<file path="src/rtl/core/assert_macros.svh">
// Assertion macros shared by the piecewise-linear table RTL.
// Each macro takes a label, clock, active-low reset, condition(s) and message.
`ifndef ASSERT_MACROS_SVH
`define ASSERT_MACROS_SVH

// Same-cycle implication.
`define ASSERT_IMPLIES(label, clk, rst_n, ante, cons, msg) \
  label: assert property (@(posedge clk) disable iff (!(rst_n)) (ante) |-> (cons)) \
    else $error(msg);

// Next-cycle implication.
`define ASSERT_NEXT(label, clk, rst_n, ante, cons, msg) \
  label: assert property (@(posedge clk) disable iff (!(rst_n)) (ante) |=> (cons)) \
    else $error(msg);

`endif

</file>
<file path="src/rtl/core/pwlt_pkg.sv">
// Package for the piecewise-linear table: codes, widths and the command and
// status bundles between controller and datapath. No dependencies.
`timescale 1ns / 1ps

package pwlt_pkg;

  localparam int unsigned DataW    = 32;
  localparam int unsigned DivSteps = 32;
  localparam int unsigned DivCntW  = 5;

  localparam logic signed [DataW-1:0] QMax = 32'sh7FFF_FFFF;
  localparam logic signed [DataW-1:0] QMin = 32'sh8000_0000;

  // Operation selected by the mode field of an input beat.
  typedef enum logic [1:0] {
    MODE_CLEAR  = 2'd0,
    MODE_APPEND = 2'd1,
    MODE_VALUE  = 2'd2,
    MODE_RANGE  = 2'd3
  } mode_e;

  // Result status codes.
  typedef enum logic [1:0] {
    STATUS_OK   = 2'd0,
    STATUS_FULL = 2'd1,
    STATUS_MISS = 2'd2
  } status_e;

  // One table entry.
  typedef struct packed {
    logic signed [DataW-1:0] x0;
    logic signed [DataW-1:0] x1;
    logic signed [DataW-1:0] v0;
    logic signed [DataW-1:0] v1;
  } seg_t;

  // Controller to datapath.
  typedef struct packed {
    logic capture;
    logic scan;
    logic prep;
    logic mul;
    logic div_step;
    logic load_out;
  } cmd_t;

  // Datapath to controller.
  typedef struct packed {
    mode_e mode;
    logic  scan_done;
    logic  hit;
    logic  dx_pos;
    logic  out_free;
  } sts_t;

endpackage

</file>
<file path="src/rtl/core/pwlt_ctrl.sv">
// Controller state machine of the piecewise-linear table.
// Depends on pwlt_pkg and assert_macros.svh; drives pwlt_dpath by commands.
`timescale 1ns / 1ps
`include "assert_macros.svh"

module pwlt_ctrl import pwlt_pkg::*; (
  input  logic       clk_i,
  input  logic       rst_ni,
  input  logic       in_valid_i,
  input  logic [1:0] mode_i,
  output logic       in_ready_o,
  input  sts_t       sts_i,
  output cmd_t       cmd_o
);

  typedef enum logic [2:0] {
    S_IDLE,
    S_SCAN,
    S_PREP,
    S_MUL,
    S_DIV,
    S_DONE
  } state_e;

  state_e               state_q;
  logic [DivCntW-1:0]   div_cnt_q;
  mode_e                in_mode;

  assign in_mode    = mode_e'(mode_i);
  assign in_ready_o = (state_q == S_IDLE);

  // Commands follow from the current state and the datapath status.
  always_comb begin
    cmd_o = '0;
    unique case (state_q)
      S_IDLE: cmd_o.capture  = in_valid_i;
      S_SCAN: cmd_o.scan     = !sts_i.scan_done;
      S_PREP: cmd_o.prep     = 1'b1;
      S_MUL:  cmd_o.mul      = 1'b1;
      S_DIV:  cmd_o.div_step = 1'b1;
      S_DONE: cmd_o.load_out = sts_i.out_free;
      default: ;
    endcase
  end

  // State and division step counter.
  always_ff @(posedge clk_i or negedge rst_ni) begin
    if (!rst_ni) begin
      state_q   <= S_IDLE;
      div_cnt_q <= '0;
    end else begin
      unique case (state_q)
        S_IDLE: begin
          if (in_valid_i) begin
            if (in_mode == MODE_VALUE || in_mode == MODE_RANGE) begin
              state_q <= S_SCAN;
            end else begin
              state_q <= S_DONE;
            end
          end
        end
        S_SCAN: begin
          if (sts_i.scan_done) begin
            if (sts_i.mode == MODE_VALUE && sts_i.hit) begin
              state_q <= S_PREP;
            end else begin
              state_q <= S_DONE;
            end
          end
        end
        S_PREP: begin
          state_q <= sts_i.dx_pos ? S_MUL : S_DONE;
        end
        S_MUL: begin
          state_q   <= S_DIV;
          div_cnt_q <= '0;
        end
        S_DIV: begin
          if (div_cnt_q == DivCntW'(DivSteps - 1)) begin
            state_q   <= S_DONE;
            div_cnt_q <= '0;
          end else begin
            div_cnt_q <= div_cnt_q + 1'b1;
          end
        end
        S_DONE: begin
          if (sts_i.out_free) begin
            state_q <= S_IDLE;
          end
        end
        default: state_q <= S_IDLE;
      endcase
    end
  end

  // An accepted beat always starts work.
  `ASSERT_NEXT(a_accept_starts, clk_i, rst_ni, in_valid_i && in_ready_o,
               state_q != S_IDLE, "accepted beat left the controller idle")
  // The step counter is back at zero whenever the controller is idle.
  `ASSERT_IMPLIES(a_idle_cnt_zero, clk_i, rst_ni, state_q == S_IDLE,
                  div_cnt_q == '0, "division counter not cleared when idle")
  // Multiplication is always followed by the division.
  `ASSERT_NEXT(a_mul_then_div, clk_i, rst_ni, state_q == S_MUL,
               state_q == S_DIV, "multiply not followed by divide")

endmodule

</file>
<file path="config.mk">
export PLATFORM = sky130hd
export DESIGN_NAME = pwlt_ctrl
export DESIGN_NICKNAME = d
export VERILOG_FILES = /design/src/rtl/core/pwlt_pkg.sv /design/src/rtl/core/pwlt_ctrl.sv
export VERILOG_INCLUDE_DIRS = /design/src /design/src/rtl/core
export SDC_FILE = /design/constraint.sdc
export NUM_CORES = 1
export LEC_CHECK = 0
export BUFFER_PORTS_ARGS = -buffer_cell sky130_fd_sc_hd__buf_4
export CAP_MARGIN = 20
export CORE_MARGIN = 5
export CORE_UTILIZATION = 30
export CTS_CLUSTER_DIAMETER = 60
export CTS_CLUSTER_SIZE = 14
export DETAILED_ROUTE_END_ITERATION = 7
export PLACE_DENSITY = 0.6
export SETUP_SLACK_MARGIN = 0.02
export SLEW_MARGIN = 40
export SYNTH_ARGS = -nofsm -noshare
export SYNTH_HDL_FRONTEND = slang
export SYNTH_SLANG_ARGS = --single-unit
</file>
<file path="constraint.sdc">
create_clock -name clk_i -period 4 [get_ports clk_i]
set_clock_uncertainty 0.15 [all_clocks]
set_input_delay 0.4 -clock clk_i [delete_from_list [all_inputs] [get_ports clk_i]]
set_output_delay 0.4 -clock clk_i [all_outputs]
set_load 0.03 [all_outputs]
</file>
==> out/qor.csv <==
metric;value;unit
yosysTopAreaCell;dfrtp_1;
rsz0062_at_grt;no;
crit_required;3.99;ns
drtIter0Drc;20;
vias;531;
syn_to_final_growth;28.6;%
crit_arrival;2.07;ns
syn_nets;80;
grt_overflow_total;0;
slew-limit-headroom;0.755;
cp_cell_sequence;ha_1 > and3_1 > ha_1 > nand2_1 > nand3_1 > o21ai_0 > mux2_2;
synth_xor_area_frac;0;
final_layout_size_suffix_gt1_frac;0.250;
path_buf_inv;0;
nets;99;
antenna_left;0;
dp_cells;105;
num_rows;15;
post-route-drc-count;0;
dieArea;0.00283;mm2
hpwl;1.04;mm
yosysTopAreaCellShare;0.358;
yosysMostFrequentCell;dfrtp_1;
avgSynthCellArea;8.35;um2
async_reset_ff_frac;1.00;
diodes;0;
ys.flop_type;dfrtp_1;
clk_pin_slew;0.06;ns
wl_per_cell;12.5;um
synthCells;67;
synth_top_family_by_area;simple AND/OR/NAND/NOR gates;
synth_area_leaders;dfrtp_1 36%, o21ai_0 5.4%, ha_1 4.5%;
cts_sinks;8;
leakagePower;0.324;nW
timing.final.crit_share;0.520;
core;0.00175;mm2
max-vdd-ir-drop;0.206;mV
stdcell_count;109;
cts_buffer_depth;2;
netlist_area;559;um2
finalHoldViolations;0;
ys_seq_area_frac;0.358;
critPathKind;reg -> reg;
worstPathMaxFanout;7;
drv_cap;0;
synth-simple-area-share;0.300;
post_cts_buffers;0;
dieHeight;53.2;um
max_stage_delay;0.43;ns
root_buffer;clkbuf_4;
setup_viol;0;
endpoint_kind;flop;
synthTopCellsByCount;8 x dfrtp_1, 6 x nand2_1, 6 x nor2_1, 6 x o21ai_0, 4 x nor3_1;
grt_usage;0.114;
antenna_found_initial;0;
cts_tree;built;
worstMarginPinSlew;0.368;ns
grt_pass1_vias;559;
synthAdderAreaFrac;0.0447;
wl;1.36;mm
cp-start-kind;flop;
grt_pass1_wl;2.35;mm
synth-edff-count;0;
insertion_delay;0.25;ns
synth_compound_area_frac;0.215;
final_max_slew_viol_count;0;
hp-class;in -> reg;
synth_seq_cells;8;
synth_cell_types;30;
numPortBuffers;16;
slowest_stage;dfrtp_1;
cpLargestDelayFamily;adder cells;
p_per_area;688;mW/mm2
htree_levels;1;
cts_made_buffers;3;
totalNegativeSetupSlack;0;ns
run_status;finished, final reports clean;
place.gp.congestion;0.787;
fmax;0.481;GHz
die_w;53.2;um
cts_resized;0;
num_io_pins;18;
grt_max_degree;16;
period_needed;2.08;ns
cpMostUsedCell;ha_1;
start_util;0.320;
ys_warn_count;0;
viasPerCell;4.87;
first_pass_iters;4;
synthMuxAreaShare;0.0201;
[cell type report]
type / count / area, um2
Tap cell: 25 / 31.3
Sequential cell: 8 / 200
Inverter: 3 / 11.3
Clock buffer: 3 / 22.5
Timing Repair Buffer: 17 / 130
Fill cell: 190 / 1030
Multi-Input combinational cell: 53 / 324
[state kept, by name (all words and copies together) (netlist names)]
| name | flops |
|---|---|
| state_q | 3 |
| div_cnt_q | 5 |
[worst register-to-register path, cell delays in order, from the launching register on]
cell and delay (ns):
dfrtp_1 0.43, ha_1 0.24, and3_1 0.18, ha_1 0.26
nand2_1 0.10, nand3_1 0.09, o21ai_0 0.14, mux2_2 0.37
[per-layer routing]
metal	wire length [um]	track usage
met1	629	0.132
met2	625	0.188
met3	95	0.0310
met4	13	0.0638
met5	0	0
[layout by cell type, fill, tap and decap left out, types with 2 or more instances in the layout]
cell      netlist  final
a21oi_1         3      3
nor2b_1         3      3
buf_4           1     16
ha_1            2      2
o22ai_1         2      2
nor2_1          6      6
dfrtp_1         8      8
clkbuf_4        0      3
nand2_1         6      6
o21ai_0         6      6
nor3_1          4      4
and3_1          2      2
nand2b_1        3      3
nand3_1         2      2
inv_1           3      3
[path summary, 6_finish.rpt]
check / startpoint / cells past startpoint / endpoint / slack [ns]
setup / recovery: div_cnt_q[0] / 7 / state_q[2] / 1.92
hold / removal: sts_i[1] / 3 / state_q[1] / 0.26
setup reg to reg: div_cnt_q[0] / 7 / state_q[2] / 1.92
hold reg to reg: div_cnt_q[3] / 1 / div_cnt_q[3] / 0.34
max in group asynchronous: rst_ni / 2 / state_q[1] / 3.22
min in group asynchronous: rst_ni / 2 / div_cnt_q[3] / 0.35
[cell families after synthesis]
kind of cell / after synthesis
and+or+nand+nor: 31
DFF: 8
adders and majority gates: 2
AOI/OAI and AO/OA: 19
buffers and inverters: 6
muxes: 1
[power by group]
group / internal, mW / leakage [nW] / total, mW / switching (mW)
Combinational: 0.117 / 0.214 / 0.252 / 0.135
Sequential: 0.117 / 0.0960 / 0.180 / 0.0633
Clock: 0.0344 / 0.0138 / 0.0631 / 0.0287
[repair_timing]
| action | in CTS | in global routing |
|---|---|---|
| endpoints found under the hold margin | 8 | 0 |
| hold buffers | 1 | 0 |
| endpoints found under the setup margin | 0 | 0 |
[metrics by stage]
stage | power (mW) | instance area, um2 | utilization | worst slack (ns) | hold WS, ns
floorplan | 0.365 | 559 | - | 2.11 | -0.0456
global placement | 0.430 | 687 | 0.394 | 1.93 | 0.0732
detailed placement | 0.435 | 687 | 0.394 | 1.94 | 0.0759
CTS | 0.501 | 719 | 0.412 | 1.92 | 0.249
global route | 0.544 | 719 | 0.412 | 1.82 | 0.250
finish | 0.495 | 719 | 0.412 | 1.92 | 0.258
(Power assumes the default switching activity.)
